## config.mk

```make
export PLATFORM = sky130hd
export DESIGN_NAME = event_stream_line_parser_core
export DESIGN_NICKNAME = d
export VERILOG_FILES = /design/src/hw/rtl/esp_pkg.sv /design/src/hw/rtl/event_stream_line_parser_core.sv /design/src/hw/rtl/esp_step.sv /design/src/hw/rtl/esp_outq.sv
export VERILOG_INCLUDE_DIRS = /design/src /design/src/hw/rtl
export SDC_FILE = /design/constraint.sdc
export NUM_CORES = 1
export LEC_CHECK = 0
export ABC_AREA = 1
export BUFFER_PORTS_ARGS = -buffer_cell sky130_fd_sc_hd__buf_2
export CAP_MARGIN = 20
export CELL_PAD_IN_SITES_DETAIL_PLACEMENT = 1
export CELL_PAD_IN_SITES_GLOBAL_PLACEMENT = 1
export CORE_ASPECT_RATIO = 1.75
export CORE_MARGIN = 2
export CORE_UTILIZATION = 45
export DETAILED_ROUTE_END_ITERATION = 7
export PLACE_DENSITY = 0.76
export SLEW_MARGIN = 0
export SYNTH_ARGS = -nofsm -noshare
export SYNTH_HDL_FRONTEND = slang
export SYNTH_SLANG_ARGS = --single-unit
export TNS_END_PERCENT = 10
```

## constraint.sdc

```tcl
create_clock -name i_clk -period 3.8 [get_ports i_clk]
set_input_delay 0.38 -clock i_clk [delete_from_list [all_inputs] [get_ports i_clk]]
set_output_delay 0.38 -clock i_clk [all_outputs]
set_load 0.05 [all_outputs]
```

## src/hw/rtl/assert_macros.svh

```systemverilog
// Assertion macros shared by the event-stream parser RTL.
// No dependencies; each use expands to one labelled concurrent assertion.
`ifndef ASSERT_MACROS_SVH
`define ASSERT_MACROS_SVH

// Checked only while out of reset.
`define ESP_ASSERT(lbl, clk, rst_n, prop) \
    lbl: assert property (@(posedge clk) disable iff (!rst_n) prop) \
        else $error("%m: assertion failed");

// Checked at every edge, reset included.
`define ESP_ASSERT_ALWAYS(lbl, clk, prop) \
    lbl: assert property (@(posedge clk) prop) \
        else $error("%m: assertion failed");

`endif

```

## src/hw/rtl/esp_pkg.sv

```systemverilog
// Shared types and constants of the event-stream line parser.
// No dependencies; used by esp_step, esp_outq and the top level.
`default_nettype none

package esp_pkg;

    localparam logic [7:0] ChLf    = 8'h0A;
    localparam logic [7:0] ChCr    = 8'h0D;
    localparam logic [7:0] ChColon = 8'h3A;
    localparam logic [7:0] ChSpace = 8'h20;

    // line phase codes
    localparam logic [2:0] PhStart    = 3'd0;
    localparam logic [2:0] PhName     = 3'd1;
    localparam logic [2:0] PhValFirst = 3'd2;
    localparam logic [2:0] PhVal      = 3'd3;
    localparam logic [2:0] PhSkip     = 3'd4;

    localparam logic [2:0] NameLen  = 3'd4;
    localparam logic [2:0] NameMiss = 3'd7;

    localparam logic [7:0] DataName [4] = '{8'h64, 8'h61, 8'h74, 8'h61};

    localparam logic KindData = 1'b0;
    localparam logic KindEnd  = 1'b1;

    // result queue; depth must be a power of two and at least two
    localparam int QueueDepth = 4;
    localparam int QueueAw    = $clog2(QueueDepth);

    typedef struct packed {
        logic [2:0] phase;
        logic [2:0] pos;
        logic       cr_held;
        logic       has_data;
    } t_state;

    typedef struct packed {
        logic       kind;
        logic [7:0] data;
    } t_res;

    // results of one request, in order; cnt is 0, 1 or 2
    typedef struct packed {
        logic [1:0] cnt;
        t_res       res0;
        t_res       res1;
    } t_push;

endpackage

`default_nettype wire

```

## src/hw/rtl/event_stream_line_parser_core.sv

```systemverilog
// Top level of the event-stream line parser: state register, step logic, result queue.
// Depends on esp_pkg, esp_step, esp_outq and assert_macros.svh.
//
//   channel | signals                         | direction
//   input   | i_valid, o_ready, i_stream_byte | byte stream in
//   output  | o_valid, i_ready, o_item_kind,  | data bytes and end-of-event
//           | o_data_byte, o_last_of_run      | markers out
//
// One byte is taken per cycle while o_ready is high; its results go into the result queue and leave its head in order.
// A byte giving two results hands them out from the queue head one after the other.
// o_ready drops while the result queue holds more than QueueDepth-2 entries.
// Reset is synchronous, active low; it clears the parser state and empties the queue.
// Zero-result bytes (CR, comments, field names) put nothing into the result queue.
`default_nettype none
`include "assert_macros.svh"

module event_stream_line_parser_core (
    input  logic       i_clk,
    input  logic       i_rst_n,
    input  logic       i_valid,
    output logic       o_ready,
    input  logic [7:0] i_stream_byte,
    output logic       o_valid,
    input  logic       i_ready,
    output logic       o_item_kind,
    output logic [7:0] o_data_byte,
    output logic       o_last_of_run
);
    import esp_pkg::*;

    t_state r_state;
    t_state n_state;
    t_push  step_push;
    logic   accept;

    assign accept = i_valid && o_ready;

    esp_step u_step (
        .i_state (r_state),
        .i_byte  (i_stream_byte),
        .o_state (n_state),
        .o_push  (step_push)
    );

    // advance parser state only on an accepted request
    always_ff @(posedge i_clk) begin
        if (!i_rst_n) begin
            r_state.phase    <= PhStart;
            r_state.pos      <= 3'd0;
            r_state.cr_held  <= 1'b0;
            r_state.has_data <= 1'b0;
        end else if (accept) begin
            r_state <= n_state;
        end
    end

    esp_outq u_outq (
        .i_clk     (i_clk),
        .i_rst_n   (i_rst_n),
        .i_push_en (accept),
        .i_push    (step_push),
        .o_room    (o_ready),
        .o_valid   (o_valid),
        .i_ready   (i_ready),
        .o_kind    (o_item_kind),
        .o_data    (o_data_byte),
        .o_last    (o_last_of_run)
    );

    `ESP_ASSERT(a_marker_alone, i_clk, i_rst_n,
        (step_push.cnt == 2'd2) |-> (step_push.res0.kind == KindData &&
                                     step_push.res1.kind == KindData))
    `ESP_ASSERT(a_marker_clears, i_clk, i_rst_n,
        (accept && step_push.cnt != 2'd0 && step_push.res0.kind == KindEnd)
            |=> !r_state.has_data)

endmodule

`default_nettype wire

```

## src/hw/rtl/esp_step.sv

```systemverilog
// Next-state and result logic for one stream byte.
// Depends on esp_pkg.
`default_nettype none

module esp_step (
    input  esp_pkg::t_state i_state,
    input  logic [7:0]      i_byte,
    output esp_pkg::t_state o_state,
    output esp_pkg::t_push  o_push
);
    import esp_pkg::*;

    typedef struct packed {
        t_state st;
        logic   emit;
        t_res   res;
    } t_cstep;

    function automatic t_cstep content_step(input t_state s, input logic [7:0] b);
        t_cstep r;
        r.st       = s;
        r.emit     = 1'b0;
        r.res.kind = KindData;
        r.res.data = ChLf;
        unique case (s.phase) inside
            PhStart, PhName: begin
                if (s.phase == PhStart) begin
                    r.st.pos   = 3'd0;
                    r.st.phase = PhName;
                end
                if (b == ChColon) begin
                    if (r.st.pos == NameLen) begin
                        // separator before a further data line
                        r.emit     = s.has_data;
                        r.st.phase = PhValFirst;
                    end else begin
                        r.st.phase = PhSkip;
                    end
                end else if (r.st.pos < NameLen && b == DataName[r.st.pos[1:0]]) begin
                    r.st.pos = r.st.pos + 3'd1;
                end else begin
                    r.st.pos = NameMiss;
                end
            end
            PhValFirst: begin
                r.st.phase = PhVal;
                if (b != ChSpace) begin
                    r.emit        = 1'b1;
                    r.res.data    = b;
                    r.st.has_data = 1'b1;
                end
            end
            PhVal: begin
                r.emit        = 1'b1;
                r.res.data    = b;
                r.st.has_data = 1'b1;
            end
            default: begin
            end
        endcase
        return r;
    endfunction

    function automatic t_cstep line_end_step(input t_state s);
        t_cstep r;
        r.st       = s;
        r.emit     = 1'b0;
        r.res.kind = KindData;
        r.res.data = ChLf;
        if (s.phase == PhStart) begin
            if (s.has_data) begin
                r.emit        = 1'b1;
                r.res.kind    = KindEnd;
                r.res.data    = 8'h00;
                r.st.has_data = 1'b0;
            end
        end else if (s.phase == PhName && s.pos == NameLen) begin
            r.emit = s.has_data;
        end
        r.st.phase = PhStart;
        r.st.pos   = 3'd0;
        return r;
    endfunction

    t_state s0;
    t_cstep c_le;
    t_cstep c_plain;
    t_cstep c_cr;
    t_cstep c_after;
    t_cstep c_first;
    t_cstep c_second;
    t_cstep c_none;

    always_comb begin
        s0         = i_state;
        s0.cr_held = 1'b0;

        c_le    = line_end_step(s0);
        c_plain = content_step(s0, i_byte);
        c_cr    = content_step(s0, ChCr);
        c_after = content_step(c_cr.st, i_byte);

        c_none      = c_plain;
        c_none.st   = s0;
        c_none.emit = 1'b0;

        c_first  = c_none;
        c_second = c_none;
        o_state  = s0;

        if (i_state.cr_held) begin
            if (i_byte == ChLf) begin
                c_first = c_le;
                o_state = c_le.st;
            end else if (i_byte == ChCr) begin
                // held CR becomes content, the new CR is held in turn
                c_first         = c_cr;
                o_state         = c_cr.st;
                o_state.cr_held = 1'b1;
            end else begin
                c_first  = c_cr;
                c_second = c_after;
                o_state  = c_after.st;
            end
        end else if (i_byte == ChCr) begin
            o_state.cr_held = 1'b1;
        end else if (i_byte == ChLf) begin
            c_first = c_le;
            o_state = c_le.st;
        end else begin
            c_first = c_plain;
            o_state = c_plain.st;
        end

        // pack emitted results to the front
        if (c_first.emit) begin
            o_push.res0 = c_first.res;
            o_push.res1 = c_second.res;
            o_push.cnt  = c_second.emit ? 2'd2 : 2'd1;
        end else begin
            o_push.res0 = c_second.res;
            o_push.res1 = c_second.res;
            o_push.cnt  = c_second.emit ? 2'd1 : 2'd0;
        end
    end

endmodule

`default_nettype wire

```

## src/hw/rtl/esp_outq.sv

```systemverilog
// Result queue: takes up to two results per request, hands out one a cycle while i_ready is high.
// Depends on esp_pkg and assert_macros.svh.
`default_nettype none
`include "assert_macros.svh"

module esp_outq (
    input  logic           i_clk,
    input  logic           i_rst_n,
    input  logic           i_push_en,
    input  esp_pkg::t_push i_push,
    output logic           o_room,
    output logic           o_valid,
    input  logic           i_ready,
    output logic           o_kind,
    output logic [7:0]     o_data,
    output logic           o_last
);
    import esp_pkg::*;

    typedef struct packed {
        logic       kind;
        logic [7:0] data;
        logic       last;
    } t_entry;

    localparam logic [QueueAw:0] RoomLimit = (QueueAw + 1)'(QueueDepth - 2);
    localparam logic [QueueAw:0] FullCount = (QueueAw + 1)'(QueueDepth);

    t_entry               r_mem [QueueDepth];
    logic [QueueAw-1:0]   r_wptr;
    logic [QueueAw-1:0]   r_rptr;
    logic [QueueAw:0]     r_count;
    logic [QueueAw-1:0]   n_wptr;
    logic [QueueAw-1:0]   n_rptr;
    logic [QueueAw:0]     n_count;
    logic [1:0]           push_n;
    logic                 pop;
    t_entry               ent0;
    t_entry               ent1;

    assign push_n = i_push_en ? i_push.cnt : 2'd0;
    assign pop    = (r_count != '0) && i_ready;
    assign o_room = (r_count <= RoomLimit);

    always_comb begin
        ent0.kind = i_push.res0.kind;
        ent0.data = i_push.res0.data;
        ent0.last = (i_push.cnt == 2'd1);
        ent1.kind = i_push.res1.kind;
        ent1.data = i_push.res1.data;
        ent1.last = 1'b1;
        n_wptr    = r_wptr + QueueAw'(push_n);
        n_rptr    = r_rptr + QueueAw'(pop);
        n_count   = r_count + (QueueAw + 1)'(push_n) - (QueueAw + 1)'(pop);
    end

    always_ff @(posedge i_clk) begin
        if (push_n != 2'd0) begin
            r_mem[r_wptr] <= ent0;
        end
        if (push_n == 2'd2) begin
            r_mem[r_wptr + QueueAw'(1)] <= ent1;
        end
    end

    always_ff @(posedge i_clk) begin
        if (!i_rst_n) begin
            r_wptr  <= '0;
            r_rptr  <= '0;
            r_count <= '0;
        end else begin
            r_wptr  <= n_wptr;
            r_rptr  <= n_rptr;
            r_count <= n_count;
        end
    end

    assign o_valid = (r_count != '0);
    assign o_kind  = r_mem[r_rptr].kind;
    assign o_data  = r_mem[r_rptr].data;
    assign o_last  = r_mem[r_rptr].last;

    `ESP_ASSERT(a_count_bound, i_clk, i_rst_n, r_count <= FullCount)
    `ESP_ASSERT(a_push_has_room, i_clk, i_rst_n, (push_n != 2'd0) |-> o_room)
    `ESP_ASSERT(a_head_holds, i_clk, i_rst_n,
        (o_valid && !i_ready) |=> (o_valid && $stable(o_kind) && $stable(o_data)))

endmodule

`default_nettype wire
```

==> results of run 1 <==
report_power, final:
group,internal (mW),total (mW),switching [mW]
clock network,0.264,0.484,0.220
registers,0.677,0.734,0.0562
logic,0.206,0.793,0.587
kinds of logic (layout without fill, tap and decap cells):
logic type,Yosys count,count (layout)
xor gates and xnor gates,3,3
DFF,55,55
and+or+nand+nor,196,196
AOI/OAI and AO/OA,100,100
buffers and inverters,66,94
adders and majority gates,11,11
path summary, 6_finish.rpt:
path | startpoint | endpoint | slack, ns | cells after the start
worst max-delay path | r_state[5]$_SDFFE_PN0P_ | u_outq.r_count[2]$_SDFF_PN0_ | 0.37 | 20
worst min-delay path | i_rst_n | u_outq.r_wptr[0]$_SDFF_PN0_ | 0.39 | 3
worst max register to register | r_state[5]$_SDFFE_PN0P_ | u_outq.r_count[2]$_SDFF_PN0_ | 0.37 | 20
worst min register to register | u_outq.r_mem[2][0]$_SDFFE_PP1P_ | u_outq.r_mem[2][0]$_SDFFE_PP1P_ | 0.47 | 2
worst register-to-register path, cell delays in order, from the launching register on:
cell and delay [ns]:
dfxtp_1 0.48, inv_1 0.12, nand2_1 0.16, inv_1 0.07, nor2_2 0.16, inv_1 0.06
ha_1 0.17, inv_1 0.05, nor2_1 0.05, nand3_1 0.09, nand2_1 0.06, nand2_1 0.05
nand2_1 0.06, and2_1 0.14, ha_1 0.35, nand2_1 0.21, inv_1 0.12, ha_1 0.22
fa_1 0.39, o21ai_0 0.22, a21oi_1 0.07
through the flow:
| stage | hold WS [ns] | util, % | area (sq um) |
|---|---|---|---|
| floorplan | 0.4236 | - | 3302 |
| global placement | 0.4390 | 49.29 | 3540 |
| detailed placement | 0.4513 | 49.29 | 3540 |
| CTS | 0.3915 | 51.45 | 3695 |
| global route | 0.4151 | 51.52 | 3700 |
| finish | 0.3899 | 51.52 | 3700 |
timing repair:
| action | in CTS | in global routing |
|---|---|---|
| endpoints found under the setup margin | 0 | 4 |
| resized for setup | 0 | 2 |
| setup buffers | 0 | 0 |
per-layer routing:
layer | GRT usage (%) | part of all wire [%] | vias up
li1 | - | - | 1514
met5 | 0 | 0 | -
met1 | 26.84 | 35 | 1512
met4 | 12.62 | 3.5 | 0
met3 | 3.356 | 2.3 | 27
met2 | 51.38 | 59 | 62
cell usage after synthesis (all sizes together):
cell type	number	area (sq um)
a211oi	1	7.510
a21boi	2	26.28
a21oi	13	68.82
and2	2	15.02
buf	3	15.01
clkbuf	8	30.03
clkinv	1	3.750
dfxtp	23	460.4
edfxtp	32	960.9
fa	1	20.02
ha	10	125.1
inv	54	205.2
nand2	84	335.3
nand3	25	125.1
nand3b	1	7.510
nand4	6	37.54
nor2	72	311.5
nor3	5	25.02
o211ai	4	30.03
o21ai	45	236.5
o221ai	1	8.760
o22ai	33	206.5
o31ai	1	7.510
or2	1	6.260
xnor2	1	8.760
xor2	2	17.52
area by class of cell:
class	instances	area [sq um]	area share, %
sequential	55	1421	38.42
clock buffer	6	138.9	3.754
clock inverter	2	16.27	0.4396
multi-input combinational	310	1632	44.10
inverter	55	209.0	5.648
tap	86	107.6	2.908
timing repair buffer	31	175.2	4.735
registers in the layout, summed over array words and instances (netlist names):
signal and count:
u_outq.r_rptr 2, r_state 8, u_outq.r_count 3, u_outq.r_mem 40, u_outq.r_wptr 2
==> flow_summary.json, run 1 <==
{
  "critPathMaxStageDelay_ns": 0.48,
  "rows": 41,
  "start_util_pct": 45.98,
  "ctsHoldBuffers": 0,
  "clk_latency_ns": 0.30,
  "yosys.area_share.simple_pct": 26.15,
  "track_usage_pct": 27.05,
  "dpl.cell_count": 537,
  "place_congestion": 0.9876,
  "ys_seq_area_share_pct": 43.05,
  "critPathSlowestCell": "dfxtp_1",
  "rsz0062_at_grt": "no",
  "finalMaxSlewViolations": 0,
  "drt_wl_total_um": 9975,
  "crit_buf_inv": 5,
  "critPathKind": "reg -> reg",
  "clk_pin_slew_ns": 0.07,
  "cap_violations": 0,
  "finalSetupTns_ns": 0,
  "antennaDiodeCount": 0,
  "period_needed_ns": 3.426,
  "die_h_um": 117.3,
  "wire_per_inst_um": 18.30,
  "grt_pass1_vias": 3403,
  "syn_nets": 454,
  "io_pins": 24,
  "outcome": "finished clean",
  "synth_area_sq_um": 3302,
  "via_per_inst": 5.716,
  "cts_tree": "built",
  "tightest_slew_ns": 0.6202,
  "crit_chain": "inv_1, nand2_1, inv_1, nor2_2, inv_1, ha_1, inv_1, nor2_1, nand3_1, nand2_1, nand2_1, nand2_1, and2_1, ha_1, nand2_1, inv_1, ha_1, fa_1, o21ai_0, a21oi_1",
  "via_count": 3115,
  "crit_arrival_ns": 3.60,
  "area_delta_synth_final_pct": 12.05,
  "ys_ff_latch": 55,
  "cts_buffers": 5,
  "portBuffers": 23,
  "layout_setup_ws_ns": 0.3743,
  "ys.warnings.count": 0,
  "antenna_left": 0,
  "fin_nets": 481,
  "start_kind": "flip-flop",
  "fin_skew_ns": 0.005536,
  "antenna_found_initial": 0,
  "cp_top_family": "adder cells",
  "post-dp-hpwl_um": 7812,
  "synth-xor-area-share_pct": 0.7958,
  "crit_fanout": 6,
  "mostFrequentLayoutCells": "nand2_1, nor2_1, inv_1, o21ai_0, o22ai_1",
  "synth_cells": 431,
  "power.total_mw": 2.011,
  "cts_root_buf": "clkbuf_16",
  "ys_types": 37,
  "nFillCells": 937,
  "synth_adder_area_share_pct": 4.396,
  "post-route-period-util_pct": 90.15,
  "synth_top_family_by_area": "simple AND/OR/NAND/NOR gates",
  "setup_viol": 0,
  "layout_commonest_cell": "nand2_1",
  "avgSynthCellArea_sq_um": 7.661,
  "power_per_cell_area_nw_per_um2": 543.6,
  "first_iter_violations": 309,
  "relSlewSlack_pct": 58.59,
  "hold_viol": 0,
  "cts_max_path_buffers": 2,
  "dp_slack_ns": 0.3491,
  "drcViolationCount": 0,
  "dr.pass1.iters": 5,
  "fmax_ghz": 0.2919,
  "grt_first_pass_wirelength_um": 16500,
  "die_w_um": 68.75,
  "leakagePower_nw": 1.595,
  "hp-class": "in -> reg",
  "cts_sinks": 55,
  "grt_max_degree": 23,
  "synth_compound_area_share_pct": 17.92,
  "fin_cells": 545,
  "die_area_sq_um": 8065,
  "htree_num_levels": 2,
  "ir_worst_vdd_uv": 330.7,
  "crit_required_ns": 3.98,
  "core_sq_um": 7182,
  "grt.overflow.total": 0,
  "muxShareOfSynthArea_pct": 0,
  "crit_path_end_kind": "flip-flop",
  "drive_gt1_share_pct": 13.07
}
No activity file was read; power rests on OpenSTA's default activity.
==> run 2: changes to the inputs <==
--- a/config.mk
+++ b/config.mk
@@ -14,6 +14,7 @@
 export CORE_ASPECT_RATIO = 1.75
 export CORE_MARGIN = 2
 export CORE_UTILIZATION = 45
+export CTS_BUF_LIST = sky130_fd_sc_hd__clkbuf_16
 export DETAILED_ROUTE_END_ITERATION = 7
 export PLACE_DENSITY = 0.76
 export SLEW_MARGIN = 0
==> flow_summary.json, run 2 (synthesis gave the netlist of run 1 again) <==
{
  "setup_viol": 0,
  "wire_per_inst_um": 18.54,
  "reg2reg_depth": 20,
  "finalSetupTns_ns": 0,
  "whs_ns": 0.3892,
  "rr_endpoint": "u_outq.r_count[2]$_SDFF_PN0_",
  "drt_wl_total_um": 10110,
  "cts_max_path_buffers": 2,
  "cts_tree": "built",
  "finalMaxSlewViolations": 0,
  "via_count": 3084,
  "outcome": "finished clean",
  "via_per_inst": 5.659,
  "leakagePower_nw": 1.590,
  "htree_num_levels": 2,
  "period_needed_ns": 3.409,
  "fin_skew_ns": 0.004832,
  "power_switching_uw": 865.8,
  "grt_pass1_vias": 3392,
  "crit_arrival_ns": 3.59,
  "whs_path_depth": 3,
  "antennaDiodeCount": 0,
  "power_per_cell_area_nw_per_um2": 540.1,
  "regMostFlops": "u_outq.r_mem",
  "hp-class": "in -> reg",
  "setup.worst_path.start": "r_state[5]$_SDFFE_PN0P_",
  "die_w_um": 68.75,
  "reg2reg_from": "r_state[5]$_SDFFE_PN0P_",
  "sw_frac_of_total_pct": 43.44,
  "hold_viol": 0,
  "cts-resized-gates": 0,
  "grt_max_degree": 23,
  "fmax_ghz": 0.2934,
  "post-route-period-util_pct": 89.71,
  "first_iter_violations": 276,
  "rows": 41,
  "fin_nets": 481,
  "portBuffers": 23,
  "endpoint": "u_outq.r_count[2]$_SDFF_PN0_",
  "antenna_left": 0,
  "dr.pass1.iters": 4,
  "start_kind": "flip-flop",
  "nFillCells": 941,
  "clkPwrFrac_pct": 23.3,
  "clk_pin_slew_ns": 0.07,
  "rsz0062_at_grt": "no",
  "io_pins": 24,
  "tightest_slew_ns": 0.6457,
  "post-cts-setup-buffers": 0,
  "clk_latency_ns": 0.30,
  "track_usage_pct": 27.38,
  "grt_first_pass_wirelength_um": 16680,
  "ctsHoldBuffers": 0,
  "place_congestion": 0.9876,
  "crit_required_ns": 3.98,
  "antenna_found_initial": 0,
  "largestRegisters": "u_outq.r_mem (40), r_state (8), u_outq.r_count (3)",
  "die_area_sq_um": 8065,
  "largest_reg_flops": 40,
  "mostFrequentLayoutCells": "nand2_1, nor2_1, inv_1, o21ai_0, o22ai_1",
  "cts_sinks": 55,
  "drive_gt1_share_pct": 12.85,
  "crit_fanout": 6,
  "die_h_um": 117.3,
  "critPathKind": "reg -> reg",
  "comb_power_share_pct": 40.0,
  "layout_commonest_cell": "nand2_1",
  "relSlewSlack_pct": 56.90,
  "reg2reg_slack_ns": 0.39,
  "start_util_pct": 45.98,
  "power.internal_mw": 1.127,
  "cts_buffers": 5,
  "area_delta_synth_final_pct": 11.75,
  "cap_violations": 0,
  "seqPwrFrac_pct": 36.8,
  "ir_worst_vdd_uv": 330.6,
  "grt.overflow.total": 0,
  "drcViolationCount": 0,
  "core_sq_um": 7182,
  "cts_root_buf": "clkbuf_16",
  "post-dp-hpwl_um": 7812,
  "crit_path_end_kind": "flip-flop"
}
## run 2: cell type report
type                       instances  area [sq um]  share of cell area [%]
clock inverter                     3         20.02                  0.5426
clock buffer                       5         125.1                   3.391
multi-input combinational        310          1632                   44.22
timing repair buffer              31         175.2                   4.747
sequential                        55          1421                   38.52
inverter                          55         209.0                   5.663
tap                               86         107.6                   2.916
## run 2: worst min path at each step
stage / from / to / slack [ns]
final: i_rst_n / u_outq.r_wptr[0]$_SDFF_PN0_ / 0.39
after global placement: u_outq.r_mem[2][0]$_SDFFE_PP1P_ / u_outq.r_mem[2][0]$_SDFFE_PP1P_ / 0.44
after floorplan: u_outq.r_mem[2][0]$_SDFFE_PP1P_ / u_outq.r_mem[2][0]$_SDFFE_PP1P_ / 0.42
after CTS: i_rst_n / u_outq.r_wptr[0]$_SDFF_PN0_ / 0.39
after global routing: i_rst_n / u_outq.r_wptr[0]$_SDFF_PN0_ / 0.41
after detailed placement: u_outq.r_mem[2][0]$_SDFFE_PP1P_ / u_outq.r_mem[2][0]$_SDFFE_PP1P_ / 0.45
## run 2: per-layer routing
metal,vias to the layer above,track usage [%],part of all wire (%)
met5,-,0,0
met4,0,12.87,3.3
met3,27,3.452,2.6
met2,60,51.74,60
met1,1482,27.37,34
li1,1515,-,-
## run 2: critical path: stages, from the launching register on
cell	delay, ns
dfxtp_1	0.47
inv_1	0.12
nand2_1	0.16
inv_1	0.07
nor2_2	0.16
inv_1	0.06
ha_1	0.17
inv_1	0.05
nor2_1	0.05
nand3_1	0.09
nand2_1	0.06
nand2_1	0.05
nand2_1	0.06
and2_1	0.14
ha_1	0.36
nand2_1	0.21
inv_1	0.12
ha_1	0.22
fa_1	0.39
o21ai_0	0.22
a21oi_1	0.07
## run 2: through the flow
stage,cells,power [mW],utilization [%],area [sq um],setup WS (ns)
2_1_floorplan,431,1.332,-,3302,0.7818
3_3_place_gp,537,1.516,49.29,3540,0.5338
3_5_place_dp,537,1.538,49.29,3540,0.3491
4_1_cts,545,2.015,51.31,3685,0.2951
5_1_grt,545,2.118,51.38,3690,0.04141
6_report,545,1.993,51.38,3690,0.3912
## run 2: power by group through the flow
stage | Sequential, mW | Combinational (mW) | Clock (mW)
2_1_floorplan | 0.724 | 0.609 | 0
3_3_place_gp | 0.745 | 0.771 | 0
3_5_place_dp | 0.746 | 0.792 | 0
4_1_cts | 0.733 | 0.807 | 0.475
5_1_grt | 0.740 | 0.890 | 0.488
6_report | 0.733 | 0.796 | 0.464
